==> src/fpac_pkg.sv <==
package fpac_pkg;

  localparam int WINDOW_SIZE_DEF = 8;

  localparam int CFG_IDX_W  = 1;
  localparam int CFG_DATA_W = 16;

  // register indexes
  localparam logic [CFG_IDX_W-1:0] CFG_FILTER_MODE = 1'd0;
  localparam logic [CFG_IDX_W-1:0] CFG_SMOOTHING   = 1'd1;

  // filter modes
  localparam logic MODE_MEDIAN  = 1'b0;
  localparam logic MODE_AVERAGE = 1'b1;

  localparam logic [15:0] SMOOTH_RESET = 16'd6554;

  localparam int PROD_W = 50;
  localparam int GAIN_W = 15;
  localparam int OFF_W  = 17;

  // bias that turns the floor of the final shift into truncation toward zero
  localparam logic signed [PROD_W-1:0] TRUNC_BIAS = 50'sh3FFF_FFFF;

  localparam int VOLT_NTHR = 4;
  localparam int CURR_NTHR = 5;

  localparam logic [15:0] VOLT_THR [VOLT_NTHR] = '{16'd6004, 16'd11937, 16'd17970, 16'd23875};
  localparam logic [15:0] CURR_THR [CURR_NTHR] = '{16'd77, 16'd204, 16'd439, 16'd870,
                                                   16'd4429};

  typedef struct packed {
    logic signed [15:0] sample;
    logic               channel;
  } in_item_t;

  typedef struct packed {
    logic signed [15:0] calibrated_value;
    logic               result_channel;
  } out_item_t;

  typedef struct packed {
    logic load;
    logic insert;
    logic median;
    logic mul;
    logic mul_cal;
    logic avg_wr;
    logic seg;
    logic out_load;
  } dp_cmd_t;

  typedef struct packed {
    logic mode;
    logic win_last;
  } dp_sts_t;

  // Segment number: count of thresholds that the Q16.16 value lies above.
  function automatic logic [2:0] seg_index(input logic signed [31:0] f, input logic is_cur);
    logic [2:0] k;
    k = 3'd0;
    if (is_cur) begin
      for (int i = 0; i < CURR_NTHR; i++) begin
        if (f > $signed({CURR_THR[i], 16'h0000})) k = k + 3'd1;
      end
    end else begin
      for (int i = 0; i < VOLT_NTHR; i++) begin
        if (f > $signed({VOLT_THR[i], 16'h0000})) k = k + 3'd1;
      end
    end
    return k;
  endfunction

  // Q1.14 gain of a segment
  function automatic logic [GAIN_W-1:0] seg_gain(input logic is_cur, input logic [2:0] k);
    logic [GAIN_W-1:0] g;
    if (is_cur) begin
      case (k)
        3'd0:    g = 15'd18596;
        3'd1:    g = 15'd18711;
        3'd2:    g = 15'd18612;
        3'd3:    g = 15'd18661;
        3'd4:    g = 15'd18530;
        default: g = 15'd18104;
      endcase
    end else begin
      case (k)
        3'd0:    g = 15'd13730;
        3'd1:    g = 15'd13763;
        3'd2:    g = 15'd13763;
        3'd3:    g = 15'd13730;
        default: g = 15'd13746;
      endcase
    end
    return g;
  endfunction

  // Q.8 offset of a segment
  function automatic logic signed [OFF_W-1:0] seg_offset(input logic is_cur,
                                                          input logic [2:0] k);
    logic signed [OFF_W-1:0] o;
    if (is_cur) begin
      case (k)
        3'd0:    o = 17'sd3486;
        3'd1:    o = 17'sd3350;
        3'd2:    o = 17'sd3641;
        3'd3:    o = 17'sd3299;
        3'd4:    o = 17'sd5142;
        default: o = 17'sd34400;
      endcase
    end else begin
      case (k)
        3'd0:    o = 17'sd1792;
        3'd1:    o = -17'sd2206;
        3'd2:    o = -17'sd1715;
        3'd3:    o = 17'sd4157;
        default: o = -17'sd2200;
      endcase
    end
    return o;
  endfunction

endpackage

==> src/fpac_ctrl.sv <==
module fpac_ctrl (
  input  logic              clk,
  input  logic              rst_n,
  input  logic              in_valid,
  output logic              in_stall,
  output logic              out_valid,
  input  logic              out_stall,
  input  fpac_pkg::dp_sts_t sts,
  output fpac_pkg::dp_cmd_t cmd
);
  import fpac_pkg::*;

  localparam logic [2:0] ST_IDLE    = 3'd0;
  localparam logic [2:0] ST_INS     = 3'd1;
  localparam logic [2:0] ST_MED     = 3'd2;
  localparam logic [2:0] ST_AVG_MUL = 3'd3;
  localparam logic [2:0] ST_AVG_ADD = 3'd4;
  localparam logic [2:0] ST_SEG     = 3'd5;
  localparam logic [2:0] ST_CAL_MUL = 3'd6;
  localparam logic [2:0] ST_OUT     = 3'd7;

  logic [2:0] state_r, state_nxt;
  logic       out_valid_r, out_valid_nxt;

  always_comb begin
    cmd           = '0;
    state_nxt     = state_r;
    // drop the word once the receiver takes it
    out_valid_nxt = out_valid_r && out_stall;
    case (state_r)
      ST_IDLE: begin
        if (in_valid) begin
          cmd.load  = 1'b1;
          state_nxt = (sts.mode == MODE_AVERAGE) ? ST_AVG_MUL : ST_INS;
        end
      end
      ST_INS: begin
        cmd.insert = 1'b1;
        state_nxt  = sts.win_last ? ST_MED : ST_IDLE;
      end
      ST_MED: begin
        cmd.median = 1'b1;
        state_nxt  = ST_SEG;
      end
      ST_AVG_MUL: begin
        cmd.mul   = 1'b1;
        state_nxt = ST_AVG_ADD;
      end
      ST_AVG_ADD: begin
        cmd.avg_wr = 1'b1;
        state_nxt  = ST_SEG;
      end
      ST_SEG: begin
        cmd.seg   = 1'b1;
        state_nxt = ST_CAL_MUL;
      end
      ST_CAL_MUL: begin
        cmd.mul     = 1'b1;
        cmd.mul_cal = 1'b1;
        state_nxt   = ST_OUT;
      end
      ST_OUT: begin
        // hold until the output register is free or being emptied
        if (!out_valid_r || !out_stall) begin
          cmd.out_load  = 1'b1;
          out_valid_nxt = 1'b1;
          state_nxt     = ST_IDLE;
        end
      end
      default: begin
        state_nxt = ST_IDLE;
      end
    endcase
  end

  always_ff @(posedge clk) begin
    if (!rst_n) begin
      state_r     <= ST_IDLE;
      out_valid_r <= 1'b0;
    end else begin
      state_r     <= state_nxt;
      out_valid_r <= out_valid_nxt;
    end
  end

  assign in_stall  = (state_r != ST_IDLE);
  assign out_valid = out_valid_r;

endmodule

==> src/fpac_dpath.sv <==
module fpac_dpath #(
  parameter int WINDOW_SIZE = fpac_pkg::WINDOW_SIZE_DEF
) (
  input  logic                                clk,
  input  logic                                rst_n,
  input  fpac_pkg::in_item_t                  in_data,
  input  logic                                cfg_we,
  input  logic [fpac_pkg::CFG_IDX_W-1:0]      cfg_index,
  input  logic [fpac_pkg::CFG_DATA_W-1:0]     cfg_data,
  input  fpac_pkg::dp_cmd_t                   cmd,
  output fpac_pkg::dp_sts_t                   sts,
  output fpac_pkg::out_item_t                 out_data
);
  import fpac_pkg::*;

  localparam int FILL_W = $clog2(WINDOW_SIZE + 1);
  localparam int MID_LO = (WINDOW_SIZE - 1) / 2;
  localparam int MID_HI = WINDOW_SIZE / 2;
  localparam logic [FILL_W-1:0] FILL_LAST = FILL_W'(WINDOW_SIZE - 1);

  logic                     mode_r;
  logic [15:0]              coef_r;
  logic signed [15:0]       sample_r;
  logic                     chan_r;
  logic signed [15:0]       volt_win_r [WINDOW_SIZE];
  logic signed [15:0]       curr_win_r [WINDOW_SIZE];
  logic [FILL_W-1:0]        volt_fill_r, curr_fill_r;
  logic signed [31:0]       volt_avg_r, curr_avg_r;
  logic signed [31:0]       f_r;
  logic signed [PROD_W-1:0] prod_r;
  logic [GAIN_W-1:0]        gain_r;
  logic signed [OFF_W-1:0]  off_r;
  out_item_t                out_r;

  logic signed [15:0]       sel_win [WINDOW_SIZE];
  logic signed [15:0]       ins_win [WINDOW_SIZE];
  logic [WINDOW_SIZE-1:0]   keep;
  logic [FILL_W-1:0]        sel_fill, fill_nxt;
  logic signed [31:0]       sel_avg;

  // Each channel's window is kept sorted: a new sample slides in behind every
  // valid entry that is not larger and pushes the rest one place up.
  genvar g;
  for (g = 0; g < WINDOW_SIZE; g++) begin : g_cell
    assign sel_win[g] = chan_r ? curr_win_r[g] : volt_win_r[g];
    assign keep[g]    = (FILL_W'(g) < sel_fill) && (sel_win[g] <= sample_r);
    if (g == 0) begin : g_first
      assign ins_win[g] = keep[g] ? sel_win[g] : sample_r;
    end else begin : g_rest
      assign ins_win[g] = keep[g] ? sel_win[g] : (keep[g-1] ? sample_r : sel_win[g-1]);
    end
  end

  assign sel_fill = chan_r ? curr_fill_r : volt_fill_r;
  assign fill_nxt = (sel_fill == FILL_LAST) ? '0 : sel_fill + FILL_W'(1);
  assign sel_avg  = chan_r ? curr_avg_r : volt_avg_r;

  // median: mean of the two middle entries, truncated toward zero
  logic signed [16:0] mid_sum, mid_adj;
  logic signed [15:0] med;
  assign mid_sum = {sel_win[MID_LO][15], sel_win[MID_LO]} +
                   {sel_win[MID_HI][15], sel_win[MID_HI]};
  assign mid_adj = mid_sum + {16'h0000, mid_sum[16]};
  assign med     = mid_adj[16:1];

  // shared multiplier: average step, then segment gain
  logic signed [32:0]       diff;
  logic signed [32:0]       mul_a;
  logic signed [16:0]       mul_b;
  logic signed [PROD_W-1:0] prod_nxt;
  assign diff     = $signed({sample_r[15], sample_r, 16'h0000}) - $signed({sel_avg[31], sel_avg});
  assign mul_a    = cmd.mul_cal ? {f_r[31], f_r} : diff;
  assign mul_b    = cmd.mul_cal ? $signed({2'b00, gain_r}) : $signed({1'b0, coef_r});
  assign prod_nxt = mul_a * mul_b;

  // floor of product / 2^16 is a plain part-select
  logic signed [33:0] avg_sum;
  logic signed [31:0] avg_new;
  assign avg_sum = {{2{sel_avg[31]}}, sel_avg} + prod_r[PROD_W-1:16];
  assign avg_new = avg_sum[31:0];

  logic [2:0] seg_k;
  assign seg_k = seg_index(f_r, chan_r);

  logic signed [PROD_W-1:0] acc, acc_b;
  logic signed [19:0]       rq;
  logic signed [15:0]       cal;
  assign acc   = prod_r + {{11{off_r[OFF_W-1]}}, off_r, 22'h000000};
  assign acc_b = acc + (acc[PROD_W-1] ? TRUNC_BIAS : '0);
  assign rq    = acc_b[PROD_W-1:30];

  always_comb begin
    if (rq > 20'sd32767) begin
      cal = 16'sh7FFF;
    end else if (rq < -20'sd32768) begin
      cal = 16'sh8000;
    end else begin
      cal = rq[15:0];
    end
  end

  always_ff @(posedge clk) begin
    if (!rst_n) begin
      mode_r      <= MODE_AVERAGE;
      coef_r      <= SMOOTH_RESET;
      volt_fill_r <= '0;
      curr_fill_r <= '0;
      volt_avg_r  <= '0;
      curr_avg_r  <= '0;
    end else begin
      if (cfg_we) begin
        case (cfg_index)
          CFG_FILTER_MODE: mode_r <= cfg_data[0];
          CFG_SMOOTHING:   coef_r <= cfg_data;
          default: ;
        endcase
      end
      if (cmd.insert) begin
        if (chan_r) curr_fill_r <= fill_nxt;
        else        volt_fill_r <= fill_nxt;
      end
      if (cmd.avg_wr) begin
        if (chan_r) curr_avg_r <= avg_new;
        else        volt_avg_r <= avg_new;
      end
    end
  end

  always_ff @(posedge clk) begin
    if (cmd.load) begin
      sample_r <= in_data.sample;
      chan_r   <= in_data.channel;
    end
    if (cmd.insert) begin
      if (chan_r) curr_win_r <= ins_win;
      else        volt_win_r <= ins_win;
    end
    if (cmd.median) begin
      f_r <= {med, 16'h0000};
    end else if (cmd.avg_wr) begin
      f_r <= avg_new;
    end
    if (cmd.mul) begin
      prod_r <= prod_nxt;
    end
    if (cmd.seg) begin
      gain_r <= seg_gain(chan_r, seg_k);
      off_r  <= seg_offset(chan_r, seg_k);
    end
    if (cmd.out_load) begin
      out_r.calibrated_value <= cal;
      out_r.result_channel   <= chan_r;
    end
  end

  assign sts.mode     = mode_r;
  assign sts.win_last = (sel_fill == FILL_LAST);
  assign out_data     = out_r;

endmodule

==> src/filtered_piecewise_adc_calibrator.sv <==
// Port group | Handshake            | Word
// in_        | in_valid / in_stall  | in_item_t: sample, channel
// out_       | out_valid / out_stall| out_item_t: calibrated_value, result_channel
// cfg_       | cfg_valid / cfg_ready| cfg_index (0 filter_mode, 1 smoothing), cfg_data
//
// Average: load, mul, add, segment, gain mul, output. Median: load, insert; the
// sample that completes a window also takes median, segment, gain mul, output. One
// multiplier serves both muls in turn; steps go one per cycle, output held on stall.
// Reset (synchronous) sets running-average mode, coefficient 6554, zero fill counts
// and averages; window contents are left as they are.
// in_stall is high while a sample is in work; a finished word waits in the output
// register and the next sample is still taken; once the next result is ready the
// sequencer holds in its last step for every cycle that word stays stalled.
// cfg_ready is always high.
module filtered_piecewise_adc_calibrator #(
  parameter int WINDOW_SIZE = fpac_pkg::WINDOW_SIZE_DEF
) (
  input  logic                            clk,
  input  logic                            rst_n,
  input  logic                            in_valid,
  output logic                            in_stall,
  input  fpac_pkg::in_item_t              in_data,
  output logic                            out_valid,
  input  logic                            out_stall,
  output fpac_pkg::out_item_t             out_data,
  input  logic                            cfg_valid,
  output logic                            cfg_ready,
  input  logic [fpac_pkg::CFG_IDX_W-1:0]  cfg_index,
  input  logic [fpac_pkg::CFG_DATA_W-1:0] cfg_data
);
  import fpac_pkg::*;

  dp_cmd_t cmd;
  dp_sts_t sts;

  assign cfg_ready = 1'b1;

  fpac_ctrl u_ctrl (
    .clk       (clk),
    .rst_n     (rst_n),
    .in_valid  (in_valid),
    .in_stall  (in_stall),
    .out_valid (out_valid),
    .out_stall (out_stall),
    .sts       (sts),
    .cmd       (cmd)
  );

  fpac_dpath #(
    .WINDOW_SIZE (WINDOW_SIZE)
  ) u_dpath (
    .clk       (clk),
    .rst_n     (rst_n),
    .in_data   (in_data),
    .cfg_we    (cfg_valid && cfg_ready),
    .cfg_index (cfg_index),
    .cfg_data  (cfg_data),
    .cmd       (cmd),
    .sts       (sts),
    .out_data  (out_data)
  );

endmodule

==> config.mk <==
export PLATFORM = sky130hd
export DESIGN_NAME = filtered_piecewise_adc_calibrator
export DESIGN_NICKNAME = d
export VERILOG_FILES = /design/src/fpac_pkg.sv /design/src/fpac_ctrl.sv /design/src/fpac_dpath.sv /design/src/filtered_piecewise_adc_calibrator.sv
export SDC_FILE = /design/constraint.sdc
export NUM_CORES = 2
export LEC_CHECK = 0
export BUFFER_PORTS_ARGS = -buffer_cell sky130_fd_sc_hd__buf_2
export CAP_MARGIN = 20
export CORE_MARGIN = 2
export CORE_UTILIZATION = 30
export CTS_CLUSTER_DIAMETER = 40
export DETAILED_ROUTE_END_ITERATION = 8
export PLACE_DENSITY_LB_ADDON = 0.12
export SLEW_MARGIN = 20
export SYNTH_ARGS = -nofsm -noshare
export SYNTH_HDL_FRONTEND = slang
export SYNTH_SLANG_ARGS = --single-unit
==> constraint.sdc <==
create_clock -name clk -period 11.1 [get_ports clk]
set_input_delay 2.775 -clock clk [delete_from_list [all_inputs] [get_ports clk]]
set_output_delay 2.775 -clock clk [all_outputs]
set_load 0.01 [all_outputs]
**After elaboration in Yosys (flattened, before gate mapping)**

Index checks and enable logic that the tools add are counted.

- Add/subtract/negate cells: 14
- $mul: 1
- $lt $le $gt $ge: 21
- Equal/unequal tests: 14
- Mux-type cells: 63
- Bitwise logic cells: 2
- Reduce and logical (&&, ||, !) cells: 24

Operators with widths:

| cell | number |
|---|---|
| $mux W16 | 16 |
| $add A50 B50 Y50 | 2 |
| $mux W32 | 3 |
| $le A16 B16 Y1 | 5 |
| $pmux W16 S5 | 1 |
| $pmux W17 S4 | 1 |
| $gt A32 B30 Y1 const B | 2 |
| $gt A32 B32 Y1 const B | 2 |
| $pmux W12 S5 | 1 |
| $mux W3 | 17 |
| $mul A33 B17 Y50 | 1 |
| $mux W33 | 1 |
| $sub A32 B32 Y33 | 1 |
| $add A32 B32 Y32 | 1 |
| $gt A32 B24 Y1 const B | 1 |
| $gt A32 B25 Y1 const B | 1 |
| $gt A32 B26 Y1 const B | 1 |
| $gt A32 B27 Y1 const B | 1 |
| $gt A32 B31 Y1 const B | 1 |
| $mux W30 | 1 |
| $add A3 B1 Y3 const B | 7 |
| $pmux W3 S7 | 1 |
| $gt A20 B16 Y1 const B | 1 |
| $lt A20 B16 Y1 const B | 1 |
| 27 further kinds | 69 |

- Flip-flop bits (word level): 401
- Input port bits: 39
- Output and inout bits: 20
- Word-level logic and storage cells: 166

**Depth between registers and ports, before layout**

- Depth in word-level cells: 19
- Mapped depth: 43
- Depth with buffers taken out: 35

**Cells and area by module**

From an unflattened synthesis, not the netlist that was laid out.

- Cells, all modules: 4857
- Area, all modules: 44833.0 um^2

By module, submodules not included:

| module | times used | cells an instance | area each (um^2) | seq. area each (um^2) |
|---|---|---|---|---|
| fpac_dpath | 1 | 4821 | 44565.2 | 10750.3 |
| fpac_ctrl | 1 | 34 | 256.5 | 80.1 |
| filtered_piecewise_adc_calibrator | 1 | 2 | 11.3 | 0.0 |

**Least setup slack after synthesis**

OpenSTA, ideal clock, no wires.

- Path type: register to register
- From: reg u_dpath.chan_r
- To: reg u_dpath.prod_r[49] (data pin)
- Setup time: 274 ps
- Data arrival time: 10343 ps
- Required time: 10826 ps
- Slack: 483 ps
- Stages on the path, launching flop included: 41
- Buffers on the path: 8
- Period minus slack after synthesis: 10617 ps
- Cells stage by stage: edfxtp_1 buf_2 buf_4 clkbuf_1 buf_1 clkbuf_1 clkbuf_1 buf_1 mux2i_1 ha_1 inv_1 or2_2 o21ba_2 o21ai_2 a21boi_1 o31ai_1 o21ai_1 xnor2_1 (+5 left out) inv_1 fa_1 fa_1 inv_1 fa_1 inv_1 ha_1 a21o_1 a21o_1 a21oi_1 a21oi_1 or2_2 nor3_1 a211o_1 a21oi_1 a211o_1 a2111oi_0 a311oi_1

- Longest elaborated chain between the ends: 4

RTL lines:

| element | line | text |
|---|---|---|
| start, declared | fpac_dpath.sv:24 | `logic chan_r;` |
| start signal, assigned | fpac_dpath.sv:132 | `chan_r <= in_data.channel;` |
| $mux W32 | fpac_dpath.sv:56 | `assign sel_avg = chan_r ? curr_avg_r : volt_avg_r;` |
| $sub A32 B32 Y33 | fpac_dpath.sv:71 | `assign diff = $signed({sample_r[15], sample_r, 16'h0000}) - $signed({sel_avg[31], sel_avg});` |
| $mux W33 | fpac_dpath.sv:72 | `assign mul_a = cmd.mul_cal ? {f_r[31], f_r} : diff;` |
| $mul A33 B17 Y50 | fpac_dpath.sv:74 | `assign prod_nxt = mul_a * mul_b;` |
| net u_dpath.prod_nxt[49] | fpac_dpath.sv:70 | `logic signed [PROD_W-1:0] prod_nxt;` |
| end signal, assigned | fpac_dpath.sv:144 | `prod_r <= prod_nxt;` |
| end, declared | fpac_dpath.sv:30 | `logic signed [PROD_W-1:0] prod_r;` |

The timed path passes the listed nets, and every way through them passes these cells.
A chain may end at the register's enable or synchronous reset.

**Worst setup path in the final report**

- From: reg u_dpath.chan_r
- To: reg u_dpath.prod_r[46] (data pin)

Same word-level chain as after synthesis.

==> flow_metrics.tcl <==
set metrics [dict create \
    start_util_pct 30.19 \
    synth_cell_types 99 \
    setup_viol 0 \
    avgSynthCellArea_um2 9.170 \
    vias_per_cell 5.055 \
    ys_warn_count 0 \
    drive_gt1_share_pct 9.716 \
    startpoint_type "register" \
    finalWorstSetupSlack_ns 0.8405 \
    synthArstFlopShare_pct 0 \
    cts_tree "done" \
    htreeDepth 3 \
    drtIter0Drc 2524 \
    die_w_um 389.5 \
    cp-endpoint "u_dpath.prod_r[46]$_DFFE_PP_" \
    grt_pass1_vias 35220 \
    cts_buffers 79 \
    timing.fmax_ghz 0.09747 \
    pre_cts_slack_ns 0.8452 \
    tns_ns 0 \
    r2r_start "u_dpath.chan_r$_DFFE_PP_" \
    grt_usage_pct 20.20 \
    r2r-end "u_dpath.prod_r[46]$_DFFE_PP_" \
    ctsHoldBuffers 0 \
    post_drt_wl_per_cell_um 22.19 \
    io_pins 59 \
    finalCritPeriodShare_pct 92.43 \
    row_count 141 \
    final_common_cell "inv_1" \
    synth_edf_count 288 \
    ant_nets 0 \
    synth-seq-area-share_pct 24.30 \
    place_congestion 0.8958 \
    routed_wl_mm 153.0 \
    post_cts_resize_count 0 \
    hold_viol 0 \
    slew_headroom_pct 18.46 \
    synth_seq_cells 397 \
    grt_pass1_wl_mm 231.2 \
    cp-end-kind "register" \
    status "finished clean" \
    slowest_delay_ns 0.63 \
    dp_hpwl_mm 121.3 \
    layout_common_cells "inv_1 (715), nand2_1 (611), fa_1 (501)" \
    syn_area_um2 44580 \
    r2r_cells 32 \
    rsz0062_at_grt "no" \
    drt_first_pass_iters 6 \
    startpoint "u_dpath.chan_r$_DFFE_PP_" \
    cp_max_fo 11 \
    clockBufferDepth 3 \
    cp.required_ns 11.49 \
    ys.flop_type "edfxtp_1" \
    portBuffers 57 \
    die_area_um2 151700 \
    antenna_found_initial 8 \
    grt_overflow_total 0 \
    cts.sinks 397 \
    drcViolationCount 0 \
    reg2reg_slack_ns 0.84 \
    crit_type "reg2reg" \
    fin_nets 5763 \
    via_count 34850 \
    cts.clk_slew.worst_paths_ns 0.05 \
    die_h_um 389.5 \
    grt_max_degree 70 \
    fillerInstances 15370 \
    clock_latency_ns 0.68 \
    skew_ns 0.05637 \
    worst_path_max_delay_cell "edfxtp_1" \
    cts_root_buf "clkbuf_16" \
    min_period_ns 10.26 \
    postSynthNetCount 5730 \
    drv_cap 0 \
    post_cts_buffers 0 \
    syn-instance-count 4861 \
    syn2layout_area_growth_pct 12.42 \
    cp.arrival_ns 10.65 \
    worst_pin_slew_ns 1.223 \
    hp-class "reg2reg" \
    path_common_cell "fa_1" \
    final_area_um2 50110 \
    slew_violations 0 \
    coreArea_um2 147700 \
    timing.hold.ws_ns 0.4552 \
    place_area_um2 47340 \
]
layout make-up:
cell class | instances | area, um^2 | share of cell area [%]
Multi-Input combinational cell | 3542 | 30340 | 60.54
Sequential cell | 397 | 10830 | 21.61
Inverter | 717 | 2691 | 5.371
Tap cell | 1930 | 2415 | 4.819
Clock buffer | 95 | 2132 | 4.255
Timing Repair Buffer | 157 | 1061 | 2.117
Clock inverter | 53 | 634.4 | 1.266
Antenna cell | 3 | 7.507 | 0.01498
how the worst min path moves through the flow:
stage / startpoint / to / cells after the start
after floorplan: u_dpath.coef_r[13]$_SDFFE_PN0P_ / u_dpath.coef_r[13]$_SDFFE_PN0P_ / 2
after global placement: u_dpath.curr_avg_r[18]$_SDFFE_PN0P_ / u_dpath.curr_avg_r[18]$_SDFFE_PN0P_ / 2
after detailed placement: u_dpath.volt_avg_r[22]$_SDFFE_PN0P_ / u_dpath.volt_avg_r[22]$_SDFFE_PN0P_ / 2
after CTS: u_dpath.volt_avg_r[22]$_SDFFE_PN0P_ / u_dpath.volt_avg_r[22]$_SDFFE_PN0P_ / 2
after global routing: u_dpath.volt_avg_r[22]$_SDFFE_PN0P_ / u_dpath.volt_avg_r[22]$_SDFFE_PN0P_ / 2
final: u_dpath.curr_avg_r[29]$_SDFFE_PN0P_ / u_dpath.curr_avg_r[29]$_SDFFE_PN0P_ / 2
sequential cells by signal (all words and copies together) (netlist names):
register             flops
u_ctrl.out_valid         1
u_ctrl.state_r           3
u_dpath.chan_r           1
u_dpath.coef_r          16
u_dpath.curr_avg_r      32
u_dpath.curr_fill_r      4
u_dpath.curr_win_r      80
u_dpath.f_r             32
u_dpath.gain_r          13
u_dpath.mode_r           1
u_dpath.off_r           15
u_dpath.out_data        17
u_dpath.prod_r          50
u_dpath.sample_r        16
u_dpath.volt_avg_r      32
u_dpath.volt_fill_r      4
u_dpath.volt_win_r      80
logic make-up (layout without fill, tap and decap cells):
logic type / count (synthesis) / count (layout) / synth area share [%]
other cells: 1 / 4 / 0.008413
flops: 397 / 397 / 24.30
mux: 175 / 175 / 4.272
fa+ha+maj: 831 / 831 / 31.76
xor+xnor: 190 / 190 / 3.767
buf+inv: 922 / 1022 / 7.845
compound gates: 920 / 920 / 13.51
simple gates: 1425 / 1425 / 14.54
per-layer routing:
metal	global-route usage (%)	vias to the layer above	wire, um
met2	33.82	742	72830
li1	-	16420	-
met3	2.398	159	6390
met1	28.04	17530	70710
met5	0	-	0
met4	4.031	0	3051
synth_stat cells, types with 13 or more instances:
master    number  area share (%)
a31oi_1       26            0.36
o21bai_1      19            0.32
nor3_1        77            0.86
ha_1         329             9.2
xor2_1        68             1.3
or3_1         15            0.21
o22ai_1       13            0.18
inv_1        715             6.0
buf_1         19            0.16
o21ai_1       20            0.22
mux2i_1       53             1.2
nand4_1       38            0.53
a32oi_1       23            0.45
fa_1         501              23
nand3_1      115             1.3
xnor2_1      121             2.4
edfxtp_1     288              19
nor4_1        18            0.25
o21ai_0      138             1.5
and2_1        56            0.79
and3_1        32            0.45
nor2b_1       64            0.90
a21oi_1      294             3.3
dfxtp_1      109             4.9
o31ai_1       49            0.83
a22oi_1       14            0.24
mux2_2       122             3.1
a22o_1        22            0.43
o21a_1        52            0.88
a21o_1        94             1.6
clkbuf_1     178             1.5
or2_2         16            0.22
a211oi_1      30            0.51
nand2b_1      23            0.32
nor2_1       314             2.6
nand2_1      613             5.2
stage by stage:
| stage | utilization (%) | instances |
|---|---|---|
| finish | 33.94 | 6894 |
| global route | 33.93 | 6891 |
| CTS | 33.93 | 6891 |
| detailed placement | 32.06 | 6743 |
| global placement | 32.05 | 6743 |
| floorplan | - | 4861 |
critical path: cells and delay by family, from the launching register on:
family | cells | cell delay [ns]
AO/OA/AOI/OAI | 11 | 2.91
XOR/XNOR | 2 | 0.31
adder cells (fa/ha/maj) | 8 | 3.69
buffers and inverters | 4 | 0.35
flip-flops | 1 | 0.63
multiplexers | 1 | 0.49
AND/OR/NAND/NOR | 6 | 1.60
Power is not shown: default switching activity piles up to over one toggle a cycle in this logic, so the estimate is an artifact.
